File: src/rtl/euler_rotate_point_3d_defines.svh
// ----------------------------------------------------------------------------
// Euler rotation assertion macros
// Shared concurrent checks on clock, disabled while reset is high.
// ----------------------------------------------------------------------------
`ifndef EULER_ROTATE_POINT_3D_DEFINES_SVH
`define EULER_ROTATE_POINT_3D_DEFINES_SVH

`ifndef SYNTH
// expr must hold at every clock edge
`define ERP_ASSERT_ALWAYS(lbl, expr, msg) \
   lbl: assert property (@(posedge clock) disable iff (reset) (expr)) else $error(msg);
// ante at one edge implies cons at the next edge
`define ERP_ASSERT_NEXT(lbl, ante, cons, msg) \
   lbl: assert property (@(posedge clock) disable iff (reset) (ante) |=> (cons)) \
      else $error(msg);
`else
`define ERP_ASSERT_ALWAYS(lbl, expr, msg)
`define ERP_ASSERT_NEXT(lbl, ante, cons, msg)
`endif

`endif

File: src/rtl/erp_pkg.sv
// ----------------------------------------------------------------------------
// Euler rotation package
// Fixed-point constants, folded-angle type and series divisors.
// ----------------------------------------------------------------------------
package erp_pkg;

   // angle magnitude after folding into [0, pi/2], Q30
   localparam int MAG_WIDTH   = 31;
   localparam int U2_WIDTH    = 32;
   localparam int SUM_WIDTH   = 33;
   localparam int TERMS       = 8;
   // exact reciprocal division: v < 2^32, divisor < 512
   localparam int RECIP_SHIFT = 41;
   localparam int RECIP_LO    = 21;

   localparam logic [33:0] Q30_PI      = 34'd3373259426;
   localparam logic [33:0] Q30_HALF_PI = 34'd1686629713;
   localparam logic [MAG_WIDTH-1:0] Q30_ONE = 31'd1073741824;

   localparam int QUEUE_DEPTH = 4;
   localparam int QUEUE_PTR_W = $clog2(QUEUE_DEPTH);

   typedef struct packed {
      logic                 neg_s;
      logic                 neg_c;
      logic [MAG_WIDTH-1:0] mag;
   } erp_fold_type;

   function automatic int sin_div(input int k);
      return (2 * k) * (2 * k + 1);
   endfunction

   function automatic int cos_div(input int k);
      return (2 * k - 1) * (2 * k);
   endfunction

endpackage

File: src/rtl/erp_queue.sv
// ----------------------------------------------------------------------------
// Euler rotation request queue
// Short first-in first-out buffer between the front end and the datapath.
// ----------------------------------------------------------------------------
`include "euler_rotate_point_3d_defines.svh"

module erp_queue #(
   parameter int WIDTH = 8
) (
   input  logic             clock,
   input  logic             reset,
   input  logic             wr,
   input  logic [WIDTH-1:0] wr_data,
   output logic             full,
   input  logic             rd,
   output logic [WIDTH-1:0] rd_data,
   output logic             empty
);
   import erp_pkg::*;

   localparam logic [QUEUE_PTR_W:0] DEPTH_CNT = (QUEUE_PTR_W + 1)'(QUEUE_DEPTH);

   logic [WIDTH-1:0]       mem_ff [QUEUE_DEPTH];
   logic [QUEUE_PTR_W-1:0] wr_ptr_ff, wr_ptr_in;
   logic [QUEUE_PTR_W-1:0] rd_ptr_ff, rd_ptr_in;
   logic [QUEUE_PTR_W:0]   cnt_ff, cnt_in;

   assign full    = (cnt_ff == DEPTH_CNT);
   assign empty   = (cnt_ff == '0);
   assign rd_data = mem_ff[rd_ptr_ff];

   assign wr_ptr_in = wr ? wr_ptr_ff + 1'b1 : wr_ptr_ff;
   assign rd_ptr_in = rd ? rd_ptr_ff + 1'b1 : rd_ptr_ff;
   assign cnt_in    = cnt_ff + (QUEUE_PTR_W + 1)'(wr) - (QUEUE_PTR_W + 1)'(rd);

   always_ff @(posedge clock) begin
      if (reset) begin
         wr_ptr_ff <= '0;
         rd_ptr_ff <= '0;
         cnt_ff    <= '0;
      end else begin
         wr_ptr_ff <= wr_ptr_in;
         rd_ptr_ff <= rd_ptr_in;
         cnt_ff    <= cnt_in;
      end
   end

   always_ff @(posedge clock) begin
      if (wr) begin
         mem_ff[wr_ptr_ff] <= wr_data;
      end
   end

   `ERP_ASSERT_ALWAYS(a_q_cnt_range, cnt_ff <= DEPTH_CNT, "queue count beyond depth")
   `ERP_ASSERT_ALWAYS(a_q_no_overflow, !(wr && full), "write into full queue")
   `ERP_ASSERT_ALWAYS(a_q_no_underflow, !(rd && empty), "read from empty queue")

endmodule

File: config.mk
export PLATFORM = sky130hd
export DESIGN_NAME = erp_queue
export DESIGN_NICKNAME = d
export VERILOG_FILES = /design/src/rtl/erp_pkg.sv /design/src/rtl/erp_queue.sv
export VERILOG_INCLUDE_DIRS = /design/src /design/src/rtl
export SDC_FILE = /design/constraint.sdc
export NUM_CORES = 1
export LEC_CHECK = 0
export BUFFER_PORTS_ARGS = -buffer_cell sky130_fd_sc_hd__buf_2
export CORE_UTILIZATION = 51
export CTS_BUF_LIST = sky130_fd_sc_hd__clkbuf_16
export DETAILED_ROUTE_END_ITERATION = 16
export PLACE_DENSITY = 0.84
export SLEW_MARGIN = 10
export SYNTH_ARGS = -nofsm -noshare
export SYNTH_HDL_FRONTEND = slang
export SYNTH_SLANG_ARGS = --single-unit
File: constraint.sdc
create_clock -name clock -period 2.52 [get_ports clock]
set_clock_uncertainty 0.15 [all_clocks]
set_input_delay 0.63 -clock clock [delete_from_list [all_inputs] [get_ports clock]]
set_output_delay 0.63 -clock clock [all_outputs]
set_load 0.02 [all_outputs]
==> metrics.csv, run 1 <==
metric,value,unit
setup_ws,242,ps
critPathKind,reg -> out,
cp.arrival,1500,ps
syn-mean-instance-area,19.0,µm²
outcome,finished with violations,
antenna_found_initial,0,
dpl-instance-area,1730,µm²
die_w,58.0,µm
startpoint_type,register,
path_clk_slew,60,ps
final_util,65.6,%
firstDrtPassIters,12,
area_delta_synth_final,17.2,%
nets,130,
pwr_density_cell,871,nW/µm²
diodes,0,
layout.cells.non_filler,143,
synth_nets,103,
ant_nets,0,
peakVddDrop,526,µV
path_delay_family,multiplexers,
start_util,56.0,%
max_freq,439,MHz
slowest_stage,mux4_2,
die_h,58.0,µm
dieArea,3360,µm²
timing.critical_path.buf_inv,2,
cts_buffers,5,
coreArea,2850,µm²
power.leakage,0.708,nW
slew_violations,0,
via_per_inst,5.47,
fin_setup_tns,0,ps
post_cts_buffers,0,
final_area,1870,µm²
clock-root-buffer,clkbuf_16,
first_global_vias,848,
placementRows,19,
dp.cells,135,
drtIter0Drc,30,
port_buffers,21,
maxCapViolCount,0,
hold_class,in -> reg,
place_congestion,0.661,
fin_crit,2280,ps
cp_max_fo,8,
end_kind,output pin,
preCtsSetupSlack,202,ps
synth_area,1600,µm²
drt-total-wl,2390,µm
rsz0062_at_grt,false,
ios,22,
wire_per_inst,16.7,µm
setup_viol,0,
drive_above_1_share,33.9,%
yosysUniqueCellTypes,19,
clkLatencyLatePin,280,ps
synth_cells,84,
finalHoldViolations,0,
hold_buffers,0,
period_share,90.4,%
grt_start_max_net_pins,13,
worst_pin_slew,421,ps
cts.path.max_buffers,2,
vias,782,
ctsHtreeMaxLevel,2,
drc_errors,2,
grt_pass1_wl,3960,µm
track_usage,17.7,%
violations,DRC,
grt_overflow,0,
yosys_register_bits,41,
max_stage_delay,520,ps
max_slew_margin,71.9,%
dp_hpwl,1680,µm
cp_data_required_time,1740,ps
cts.sinks,41,
path_cells,buf_4 -> mux4_2 -> buf_2,
yosys_warnings,0,
cts_resized,0,
fillers,210,
yosysSeqAreaShare,71.5,%
cts_tree,done,
## cell usage in the layout, fill, tap and decap left out, drive strengths merged
master and count:
fa 1, xor3 1, edfxtp 32, inv 7
clkinv 2, mux2i 1, nor2b 2, nor2 5
nand3b 1, clkbuf 5, dfxtp 9, ha 6
a21bo 1, buf 22, nor3 1, and3 1
mux4 8, and2 4, a21oi 1, xnor2 2
## worst register-to-register path, delay by kind of cell, from the launching register on
family,cells,cell delay [ps]
buf+inv,2,90
xor+xnor,1,380
flops,1,320
simple gates,1,40
fa+ha+maj,3,810
## Yosys cell counts
| cell type | n | area share [%] |
|---|---|---|
| buf_6 | 1 | 0.71 |
| a21oi_1 | 1 | 0.31 |
| nor2_1 | 5 | 1.2 |
| dfxtp_1 | 9 | 11 |
| clkbuf_2 | 1 | 0.31 |
| ha_1 | 6 | 4.7 |
| xor3_1 | 1 | 1.5 |
| nor3_1 | 1 | 0.31 |
| mux4_2 | 8 | 11 |
| mux2i_1 | 1 | 0.63 |
| fa_1 | 1 | 1.3 |
| inv_1 | 6 | 1.4 |
| edfxtp_1 | 32 | 60 |
| and2_1 | 4 | 1.6 |
| nand3b_1 | 1 | 0.47 |
| a21bo_2 | 1 | 0.63 |
| and3_1 | 1 | 0.39 |
| xnor2_1 | 2 | 1.1 |
| nor2b_1 | 2 | 0.78 |
## sequential cells by signal (all words and copies together) (netlist names), named ones only
| signal | cells |
|---|---|
| mem_ff | 32 |
| cnt_ff | 3 |
| rd_ptr_ff | 2 |
| wr_ptr_ff | 2 |
## cell families after synthesis
kind of cell | share of synthesized area, %
flops | 71.5
simple gates | 4.70
mux | 11.9
buf+inv | 2.43
fa+ha+maj | 5.96
xor+xnor | 2.59
compound gates | 0.940
## area by class of cell
| type | count | area (µm²) | area share [%] |
|---|---|---|---|
| Timing Repair Buffer | 22 | 113 | 6.02 |
| Inverter | 6 | 22.5 | 1.20 |
| Clock buffer | 5 | 125 | 6.69 |
| Sequential cell | 41 | 1140 | 61.0 |
| Multi-Input combinational cell | 35 | 417 | 22.3 |
| Tap cell | 31 | 38.8 | 2.07 |
| Clock inverter | 3 | 13.8 | 0.736 |
## path summary, 6_finish.rpt
check | startpoint | endpoint | slack [ps] | cells after the start
worst min register to register | wr_ptr_ff[1]$_SDFFE_PP0P_ | wr_ptr_ff[1]$_SDFFE_PP0P_ | 410 | 2
worst max-delay path | register | rd_data[3] | 240 | 3
worst min-delay path | wr_data[6] | mem_ff[1][6]$_DFFE_PP_ | 410 | 1
worst max register to register | cnt_ff[0]$_SDFF_PP0_ | cnt_ff[2]$_SDFF_PP0_ | 620 | 7
## report_power, final
part	internal [mW]	switching, mW
clock	0.359	0.238
combinational	0.111	0.117
sequential	0.778	0.0263
## metal layers
metal  vias up  part of all wire, %  global-route usage [%]
met4         0                  1.5                    13.9
met1       391                   41                    20.0
li1        365                    -                       -
met2        22                   52                    27.4
met5         -                    0                       0
met3         4                  5.7                    6.03
## stage by stage
step | power (mW) | hold slack (ps)
final | 1.63 | 411
after global routing | 1.69 | 406
after CTS | 1.64 | 402
after detailed placement | 1.05 | 406
after global placement | 1.03 | 376
after floorplan | 0.977 | 342
Power figures use the tool's default switching activity.
==> inputs of run 2 (changes only) <==
- CORE_UTILIZATION: 51 -> 55
- PLACE_DENSITY: 0.84 -> 0.89
==> metrics.csv, run 2 (same netlist as run 1, synthesis figures left out) <==
metric,value,unit
drt-total-wl,2410,µm
grt_overflow,0,
final_cell_mix,"32 x edfxtp_1, 21 x buf_2, 9 x dfxtp_1, 8 x mux4_2, 7 x inv_1",
fin_setup_tns,0,ps
drc_errors,2,
cts_tree,done,
violations,DRC,
hold_start,wr_ptr_ff[1]$_SDFFE_PP0P_,
slowest_stage,mux4_2,
dp.cells,135,
worst_pin_slew,446,ps
first_global_vias,876,
hold_class,reg -> reg,
cp_max_fo,8,
antenna_found_initial,0,
outcome,finished with violations,
slew_violations,0,
power.total,1.62,mW
max_slew_margin,70.3,%
area_delta_synth_final,17.2,%
setup_viol,0,
cts_resized,0,
final_area,1870,µm²
hold_buffers,0,
firstDrtPassIters,10,
post_cts_buffers,0,
period_share,89.6,%
cts.path.max_buffers,2,
max_stage_delay,510,ps
hold-worst-slack,404,ps
startpoint_type,register,
largest-register,mem_ff,
cts.sinks,41,
top_regs,"mem_ff (32), cnt_ff (3)",
layout.cells.non_filler,143,
placementRows,19,
final_util,67.8,%
ctsHtreeMaxLevel,2,
largest_reg_flops,32,
die_h,55.9,µm
reg2regPathDepth,7,
r2r_setup_slack,610,ps
cp_data_required_time,1740,ps
path_cells,buf_4 -> mux4_2 -> buf_2,
power.leakage,0.708,nW
peakVddDrop,669,µV
place_congestion,0.667,
clock-root-buffer,clkbuf_16,
drtIter0Drc,41,
timing.critical_path.buf_inv,2,
maxCapViolCount,0,
fin_crit,2260,ps
via_per_inst,5.44,
start_util,57.9,%
setup_ws,262,ps
nets,130,
path_delay_family,multiplexers,
grt_start_max_net_pins,13,
track_usage,17.6,%
holdPathEnd,wr_ptr_ff[1]$_SDFFE_PP0P_,
coreArea,2760,µm²
critPathKind,reg -> out,
pwr_density_cell,867,nW/µm²
ant_nets,0,
cp.arrival,1480,ps
drive_above_1_share,33.9,%
max_freq,443,MHz
diodes,0,
wire_per_inst,16.8,µm
rsz0062_at_grt,false,
preCtsSetupSlack,213,ps
dp_hpwl,1580,µm
port_buffers,21,
r2r_start,cnt_ff[0]$_SDFF_PP0_,
vias,778,
grt_pass1_wl,3990,µm
fillers,180,
die_w,55.9,µm
end_kind,output pin,
rr_endpoint,cnt_ff[2]$_SDFF_PP0_,
finalHoldViolations,0,
path_clk_slew,50,ps
hold_depth,2,
ios,22,
layout_commonest_cell,edfxtp_1,
cts_buffers,5,
dieArea,3120,µm²
clkLatencyLatePin,280,ps
dpl-instance-area,1730,µm²
[run 2: cell counts in the layout (fill, tap and decap cells not counted)]
No cell type changed its count.
[run 2: worst reg2reg max path: cells and delay by family (launching register included)]
kind / cells / cell delay (ps)
xor+xnor: 1 / 370
fa+ha+maj: 3 / 810
buf+inv: 2 / 100
flops: 1 / 320
simple gates: 1 / 40
[run 2: power breakdown]
part	internal, mW	total [mW]	switching (mW)
registers	0.778	0.805	0.0272
logic	0.112	0.231	0.119
clock network	0.359	0.586	0.227
[run 2: cell type report]
cell class / instances / area [µm²] / share of cell area (%)
sequential: 41 / 1140 / 61.0
tap: 31 / 38.8 / 2.07
multi-input combinational: 35 / 417 / 22.3
inverter: 6 / 22.5 / 1.20
clock inverter: 3 / 13.8 / 0.736
timing repair buffer: 22 / 113 / 6.02
clock buffer: 5 / 125 / 6.69
[run 2: worst max-delay path by stage]
stage | from | endpoint | slack, ps | cells after the start
2_1_floorplan | rd | cnt_ff[2]$_SDFF_PP0_ | 430 | 6
3_3_place_gp | rd | cnt_ff[2]$_SDFF_PP0_ | 270 | 7
3_5_place_dp | rd | cnt_ff[2]$_SDFF_PP0_ | 210 | 7
4_1_cts | register | rd_data[2] | 250 | 3
5_1_grt | register | rd_data[2] | 200 | 3
6_report | register | rd_data[2] | 260 | 3
[run 2: metal layers]
layer / GRT usage [%] / wire length [µm]
met5: 0 / 0
met2: 29.6 / 1290
met4: 5.92 / 32
met1: 21.1 / 973
met3: 6.51 / 111
