File: src/rtl/euler_rotate_point_3d_defines.svh
// ----------------------------------------------------------------------------
// Euler rotation assertion macros
// Shared concurrent checks on clock, disabled while reset is high.
// ----------------------------------------------------------------------------
`ifndef EULER_ROTATE_POINT_3D_DEFINES_SVH
`define EULER_ROTATE_POINT_3D_DEFINES_SVH

`ifndef SYNTH
// expr must hold at every clock edge
`define ERP_ASSERT_ALWAYS(lbl, expr, msg) \
   lbl: assert property (@(posedge clock) disable iff (reset) (expr)) else $error(msg);
// ante at one edge implies cons at the next edge
`define ERP_ASSERT_NEXT(lbl, ante, cons, msg) \
   lbl: assert property (@(posedge clock) disable iff (reset) (ante) |=> (cons)) \
      else $error(msg);
`else
`define ERP_ASSERT_ALWAYS(lbl, expr, msg)
`define ERP_ASSERT_NEXT(lbl, ante, cons, msg)
`endif

`endif

File: src/rtl/erp_pkg.sv
// ----------------------------------------------------------------------------
// Euler rotation package
// Fixed-point constants, folded-angle type and series divisors.
// ----------------------------------------------------------------------------
package erp_pkg;

   // angle magnitude after folding into [0, pi/2], Q30
   localparam int MAG_WIDTH   = 31;
   localparam int U2_WIDTH    = 32;
   localparam int SUM_WIDTH   = 33;
   localparam int TERMS       = 8;
   // exact reciprocal division: v < 2^32, divisor < 512
   localparam int RECIP_SHIFT = 41;
   localparam int RECIP_LO    = 21;

   localparam logic [33:0] Q30_PI      = 34'd3373259426;
   localparam logic [33:0] Q30_HALF_PI = 34'd1686629713;
   localparam logic [MAG_WIDTH-1:0] Q30_ONE = 31'd1073741824;

   localparam int QUEUE_DEPTH = 4;
   localparam int QUEUE_PTR_W = $clog2(QUEUE_DEPTH);

   typedef struct packed {
      logic                 neg_s;
      logic                 neg_c;
      logic [MAG_WIDTH-1:0] mag;
   } erp_fold_type;

   function automatic int sin_div(input int k);
      return (2 * k) * (2 * k + 1);
   endfunction

   function automatic int cos_div(input int k);
      return (2 * k - 1) * (2 * k);
   endfunction

endpackage

File: src/rtl/erp_front.sv
// ----------------------------------------------------------------------------
// Euler rotation front end
// Registers a request and folds each angle into [0, pi/2] with sign flags.
// ----------------------------------------------------------------------------
module erp_front #(
   parameter int COORD_WIDTH = 32,
   parameter int ANGLE_WIDTH = 16
) (
   input  logic                          clock,
   input  logic                          reset,
   input  logic                          req_push,
   output logic                          req_full,
   input  logic signed [COORD_WIDTH-1:0] req_pos_x,
   input  logic signed [COORD_WIDTH-1:0] req_pos_y,
   input  logic signed [COORD_WIDTH-1:0] req_pos_z,
   input  logic signed [ANGLE_WIDTH-1:0] req_angle_psi,
   input  logic signed [ANGLE_WIDTH-1:0] req_angle_theta,
   input  logic signed [ANGLE_WIDTH-1:0] req_angle_phi,
   input  logic                          q_full,
   output logic                          q_wr,
   output logic [3*COORD_WIDTH-1:0]      q_coords,
   output erp_pkg::erp_fold_type [2:0]   q_fold
);
   import erp_pkg::*;

   logic                          valid_ff, valid_in;
   logic                          accept;
   logic signed [COORD_WIDTH-1:0] pos_ff [3];
   logic signed [ANGLE_WIDTH-1:0] ang_ff [3];

   function automatic erp_fold_type fold_angle(input logic signed [ANGLE_WIDTH-1:0] a);
      logic signed [34:0] x;
      logic [33:0]        m;
      logic signed [34:0] d;
      erp_fold_type       f;
      x       = 35'(a) <<< (33 - ANGLE_WIDTH);
      f.neg_s = x[34];
      f.neg_c = 1'b0;
      m       = x[34] ? 34'(-x) : 34'(x);
      f.mag   = m[MAG_WIDTH-1:0];
      if (m > Q30_HALF_PI) begin
         d       = $signed({1'b0, Q30_PI}) - $signed({1'b0, m});
         f.neg_c = 1'b1;
         if (d < 0) begin
            d       = -d;
            f.neg_s = !f.neg_s;
         end
         f.mag = d[MAG_WIDTH-1:0];
      end
      return f;
   endfunction

   assign req_full = valid_ff && q_full;
   assign accept   = req_push && !req_full;
   assign q_wr     = valid_ff && !q_full;
   // hold the request while the queue is full
   assign valid_in = accept || (valid_ff && q_full);

   always_ff @(posedge clock) begin
      if (reset) begin
         valid_ff <= 1'b0;
      end else begin
         valid_ff <= valid_in;
      end
   end

   always_ff @(posedge clock) begin
      if (accept) begin
         pos_ff[0] <= req_pos_x;
         pos_ff[1] <= req_pos_y;
         pos_ff[2] <= req_pos_z;
         ang_ff[0] <= req_angle_psi;
         ang_ff[1] <= req_angle_theta;
         ang_ff[2] <= req_angle_phi;
      end
   end

   assign q_coords = {pos_ff[2], pos_ff[1], pos_ff[0]};

   always_comb begin
      for (int i = 0; i < 3; i++) begin
         q_fold[i] = fold_angle(ang_ff[i]);
      end
   end

endmodule

File: config.mk
export PLATFORM = sky130hd
export DESIGN_NAME = erp_front
export DESIGN_NICKNAME = d
export VERILOG_FILES = /design/src/rtl/euler_rotate_point_3d_defines.svh /design/src/rtl/erp_pkg.sv /design/src/rtl/erp_front.sv
export SDC_FILE = /design/constraint.sdc
export NUM_CORES = 1
export LEC_CHECK = 0
export BUFFER_PORTS_ARGS = -buffer_cell sky130_fd_sc_hd__buf_2
export CORE_UTILIZATION = 43
export CTS_CLUSTER_DIAMETER = 30
export CTS_CLUSTER_SIZE = 12
export DETAILED_ROUTE_END_ITERATION = 10
export HOLD_SLACK_MARGIN = 0.12
export PLACE_DENSITY = 0.77
export SLEW_MARGIN = 20
export SYNTH_ARGS = -nofsm -noshare
export SYNTH_HDL_FRONTEND = slang
export SYNTH_SLANG_ARGS = --single-unit
File: constraint.sdc
create_clock -name clock -period 9.5 [get_ports clock]
set_input_delay 1.9 -clock clock [delete_from_list [all_inputs] [get_ports clock]]
set_output_delay 1.9 -clock clock [all_outputs]
set_load 0.01 [all_outputs]
==> results of run 1 <==
-- cell type report --
cell class,count,share of cell area (%)
antenna,4,0.101
multi-input combinational,402,29.1
sequential,145,44.0
timing repair buffer,344,17.5
inverter,17,0.672
clock buffer,19,4.59
clock inverter,13,1.22
tap,225,2.85
-- placed cells by master (no fill, tap or decap), types with 9 or more instances in the layout --
master,instances
a21oi_1,31
a31oi_1,10
buf_2,341
clkbuf_16,17
edfxtp_1,144
inv_1,12
mux2i_1,14
nand2_1,30
nor2_1,31
nor2b_1,12
nor3_1,19
o21ai_0,15
o31ai_1,9
or3_1,11
xnor2_1,39
xor2_1,38
-- worst paths after layout --
check / start / to / slack (ns) / depth (start not counted)
setup / recovery: ang_ff[0][32] / q_fold[94] / 3.64 / 12
hold / removal: valid_ff / valid_ff / 0.68 / 3
setup reg to reg: valid_ff / ang_ff[0][19] / 7.68 / 3
hold reg to reg: valid_ff / valid_ff / 0.68 / 3
-- power by group through the flow --
| stage | Clock, W | Sequential, W | Combinational (W) |
|---|---|---|---|
| after global routing | 0.000677 | 0.000782 | 0.000451 |
| after global placement | 0 | 0.000789 | 0.000408 |
| final | 0.000641 | 0.000777 | 0.000411 |
| after detailed placement | 0 | 0.000791 | 0.000412 |
| after CTS | 0.000659 | 0.000777 | 0.000414 |
| after floorplan | 0 | 0.000801 | 0.000275 |
-- metal layers --
layer,routed length [µm],GRT usage (%),share of wire (%)
met1,7880,24.4,41
met2,9770,35.1,50
met3,1330,6.02,6.8
met4,471,8.43,2.4
met5,0,0,0
-- critical path: stages (launching register included) --
cell and delay [ns]:
edfxtp_1 0.46, inv_1 0.12, ha_1 0.20, or4b_1 0.60
o41ai_1 0.35, xor2_1 0.23, a311o_1 0.38, a211oi_2 0.45
nor2_2 0.12, inv_2 0.14, xnor2_1 0.08, o32a_1 0.29
buf_2 0.14
-- kinds of logic (layout without fill, tap and decap cells) --
logic type                 count (synthesis)  count (layout)  share of synthesized area [%]
adders and majority gates                  3               3                          0.489
other                                      1               7                         0.0488
buffers and inverters                     79             393                           6.27
AOI/OAI and AO/OA                        128             128                           12.4
and+or+nand+nor                          175             175                           13.3
muxes                                     15              15                           1.97
xor gates and xnor gates                  78              78                           8.99
DFF                                      145             145                           56.6
-- state kept, by name, summed over array words and instances, names as in the netlist --
signal and count:
valid_ff 1, ang_ff 48, pos_ff 96
-- metrics by stage --
step	cells	util, %	area [µm²]	hold WS, ns
floorplan	626	-	7690	0.629
global placement	1133	53.5	9290	0.672
detailed placement	1133	53.5	9290	0.654
CTS	1165	56.8	9860	0.676
global route	1167	56.9	9870	0.692
finish	1169	56.9	9870	0.677
==> impl_metrics.tcl, run 1 <==
set metrics [dict create \
    end_kind "output pin" \
    cts.sinks 145 \
    clk_pin_slew_ns 0.07 \
    combPwrFrac_pct 22.5 \
    die_w_um 136 \
    hpwl_um 15300 \
    cts-buffers-inserted 17 \
    final-max-slew-violation-count 0 \
    pre_cts_slack_ns 4.08 \
    cp_max_fo 9 \
    cts_resized 0 \
    place_congestion 0.912 \
    postSynthAreaPerCell_um2 12.3 \
    setup-tns-final_ns 0 \
    clock.fmax_ghz 0.171 \
    num-nets-final 1078 \
    powerDensity_nw_per_um2 185 \
    path_class "reg -> out" \
    tightest_slew_ns 1.01 \
    viasPerCell 5.25 \
    drtPass1Iterations 5 \
    wire_per_inst_um 16.6 \
    postRouteAntennaNets 0 \
    synth_edf_count 144 \
    max_slew_margin_pct 32.8 \
    seq_area_frac_synth_pct 56.6 \
    area_growth_pct 28.6 \
    initial_core_util_pct 44.2 \
    cts_tree "built" \
    synthArstFlopShare_pct 0 \
    vdd_drop_max_mv 0.144 \
    maxCapViolCount 0 \
    core-area_um2 17400 \
    synth_top_cell_area_share_pct 56.3 \
    drc 0 \
    grt_pass1_vias 5658 \
    setup_ws_ns 3.64 \
    fin_crit_ns 5.86 \
    hold_viol_final 0 \
    netlist_area_um2 7680 \
    p_leak_nw 4.15 \
    vias 6136 \
    synth_ff_type "edfxtp_1" \
    fillCellCount 1506 \
    cts_setup_buffers 0 \
    pin_count 345 \
    hold_path.class "reg -> reg" \
    overflow 0 \
    status "finished clean" \
    p_int_w 0.00128 \
    grt_pass1_wl_um 28800 \
    cp.required_ns 7.60 \
    p_sw_w 0.000546 \
    p_sw_share_pct 29.8 \
    grt_start_max_net_pins 83 \
    seq_power_share_pct 42.5 \
    multi_input_area_um2 2870 \
    die_y_um 136 \
    synth-seq-cells 145 \
    final_layout_size_suffix_gt1_share_pct 44.0 \
    portBuffers 341 \
    skew_ns 0.00998 \
    grt_antenna_before_repair 3 \
    h-tree-depth 4 \
    register_area_um2 4340 \
    synth_common_cells "edfxtp_1, buf_4, xnor2_1" \
    yosysWarningCount 0 \
    yosysMostFrequentCell "edfxtp_1" \
    routed_wl_um 19500 \
    drtIter0Drc 363 \
    finalCritPeriodShare_pct 61.7 \
    p_total_w 0.00183 \
    synth_top_cell_by_area "edfxtp_1" \
    num_rows 48 \
    crit_arrival_ns 3.96 \
    clk_latency_ns 0.41 \
    power_frac_clock_pct 35.0 \
    track_usage_pct 20.7 \
    synth.area.top_cells "edfxtp_1, buf_4, xnor2_1" \
    critPathLaunchType "register" \
    synth_cell_types 83 \
    setup_viol 0 \
    synthCells 624 \
    dieArea_um2 18400 \
    clockBufferDepth 2 \
    rsz0062_at_grt "false" \
    cts_hold_buf 0 \
    cts_root_buf "clkbuf_16" \
]
Note: power is estimated with default switching activity, not from simulation.
==> run 2: changes to the inputs <==
Settings changed: ABC_AREA from default to 1, CORE_AREA from default to 2 2 133 135, CORE_UTILIZATION 43 to default, DIE_AREA from default to 0 0 135 137, PLACE_DENSITY 0.77 to 0.8.
Clock period 9.5 ns to 5.7 ns, I/O delays scaled along.
==> impl_metrics.tcl, run 2 <==
set metrics [dict create \
    status "finished clean" \
    finalNonFillerCells 1446 \
    grt_start_max_net_pins 60 \
    initial_core_util_pct 48.1 \
    postSynthAreaPerCell_um2 9.13 \
    cts_resized 0 \
    synthArstFlopShare_pct 0 \
    core-area_um2 17100 \
    synth_top_cell_by_area "edfxtp_1" \
    hold_path.class "reg -> reg" \
    final_layout_size_suffix_gt1_share_pct 39.5 \
    largest-register "pos_ff" \
    top_layer "met5" \
    wl_met1_um 8320 \
    synth-seq-cells 145 \
    skew_ns 0.0126 \
    cts.sinks 145 \
    pin_count 345 \
    cts-buffers-inserted 17 \
    slowest_delay_ns 0.36 \
    fin_crit_ns 4.38 \
    rsz0062_at_grt "false" \
    drtPass1Iterations 5 \
    final-max-slew-violation-count 0 \
    path_class "reg -> out" \
    crit_arrival_ns 3.24 \
    area_growth_pct 27.0 \
    synth_ff_type "edfxtp_1" \
    viasPerCell 4.88 \
    cts_setup_buffers 0 \
    powerDensity_nw_per_um2 302 \
    seq_area_frac_synth_pct 53.0 \
    maxCapViolCount 0 \
    crit_slowest_cell "edfxtp_1" \
    tightest_slew_ns 0.738 \
    num-nets-final 1357 \
    drtIter0Drc 347 \
    critPathLaunchType "register" \
    track_usage_pct 22.5 \
    layout_common_cells "buf_2, nand2_1, edfxtp_1" \
    multi_input_area_um2 3030 \
    routed_wl_um 21300 \
    synthCells 898 \
    yosysMostFrequentCell "nand2_1" \
    clk_latency_ns 0.42 \
    overflow 0 \
    wire_per_inst_um 14.7 \
    synth_top_cell_area_share_pct 52.7 \
    h-tree-depth 4 \
    setup_viol 0 \
    finalCritPeriodShare_pct 76.8 \
    cp.required_ns 4.56 \
    cts_hold_buf 0 \
    fillCellCount 1428 \
    synth_common_cells "nand2_1, edfxtp_1, inv_1" \
    clock.fmax_ghz 0.228 \
    synth.area.top_cells "edfxtp_1, nand2_1, buf_4" \
    clk_pin_slew_ns 0.07 \
    clockBufferDepth 2 \
    cpMostUsedCell "nand2_1" \
    die_y_um 137 \
    hold_viol_final 0 \
    synth_edf_count 144 \
    vdd_drop_max_mv 0.244 \
    dpl.cell_count 1412 \
    grt_pass1_vias 6387 \
    cp_max_fo 12 \
    hpwl_um 16900 \
    yosysWarningCount 0 \
    top_regs "pos_ff: 96 flops, ang_ff: 48 flops, valid_ff: 1 flops" \
    die_w_um 135 \
    postRouteAntennaNets 0 \
    max_slew_margin_pct 50.8 \
    dieArea_um2 18500 \
    final_common_cell "buf_2" \
    place_congestion 0.904 \
    portBuffers 341 \
    netlist_area_um2 8200 \
    synth_cell_types 36 \
    final_util_pct 61.1 \
    regToRegSetupSlack_ns 3.56 \
    grt_pass1_wl_um 31900 \
    largest_reg_flops 96 \
    route.met2.wl_um 10400 \
    worstPathCellList "inv_1, ha_1, inv_1, nor2_2, nand3_1, nand2_2, nand2_2, xor2_2, inv_2, nand2_1, nand2_1, nand2_1, nand2_2, inv_1, nand2_1, nand3_1, nand2_1, nand2_1, buf_2" \
    drc 0 \
    cts_root_buf "clkbuf_16" \
    cts_tree "built" \
    setup-tns-final_ns 0 \
    met3WireLength_um 2040 \
    vias 7062 \
    grt_antenna_before_repair 3 \
    num_rows 48 \
    register_area_um2 4340 \
    end_kind "output pin" \
    p_leak_nw 5.14 \
]
## run 2: through the flow
| stage | setup WS [ns] | area, µm² | hold slack (ns) | power (W) |
|---|---|---|---|---|
| finish | 1.32 | 10400 | 0.553 | 0.00315 |
| global route | 0.946 | 10400 | 0.589 | 0.00330 |
| CTS | 1.27 | 10400 | 0.560 | 0.00317 |
| detailed placement | 1.75 | 9770 | 0.547 | 0.00199 |
| global placement | 1.83 | 9770 | 0.549 | 0.00197 |
| floorplan | 0.217 | 8210 | 0.448 | 0.00179 |
## run 2: cells by family (layout without fill, tap and decap cells)
group / Yosys count / after routing / synth area share (%)
buf+inv: 161 / 480 / 10.3
compound gates: 30 / 30 / 2.27
fa+ha+maj: 3 / 3 / 0.458
xor+xnor: 36 / 36 / 4.76
flops: 145 / 145 / 53.0
simple gates: 522 / 522 / 29.2
other cells: 1 / 5 / 0.0457
## run 2: critical path, delay by kind of cell (launching register included)
kind,cells,cell delay [ns]
flip-flops,1,0.36
adder cells (fa/ha/maj),1,0.19
AND/OR/NAND/NOR,12,1.31
buffers and inverters,5,0.72
XOR/XNOR,1,0.26
## run 2: per-layer routing
metal / up-vias / global-route usage [%]
li1: 3482 / -
met1: 3221 / 27.1
met2: 319 / 37.9
met3: 38 / 7.41
met4: 2 / 8.39
met5: - / 0
## run 2: area by class of cell
class	instances	area share [%]
clock buffer	17	4.08
multi-input combinational	594	29.1
clock inverter	15	2.05
timing repair buffer	344	16.6
inverter	104	3.75
tap	225	2.70
sequential	145	41.7
antenna	2	0.0480
## run 2: worst paths after layout
kind / start / cells after the start / to
worst max-delay path: ang_ff[0][16] / 19 / q_fold[62]
worst max register to register: valid_ff / 4 / pos_ff[0][11]
worst min register to register: valid_ff / 2 / valid_ff
worst min-delay path: valid_ff / 2 / valid_ff
## run 2: where the power goes
group | switching, W | total, W | leakage [nW] | internal [W]
clock network | 0.000506 | 0.00118 | 0.305 | 0.000677
logic | 0.000426 | 0.000680 | 3.43 | 0.000254
registers | 0.0000353 | 0.00128 | 1.40 | 0.00125
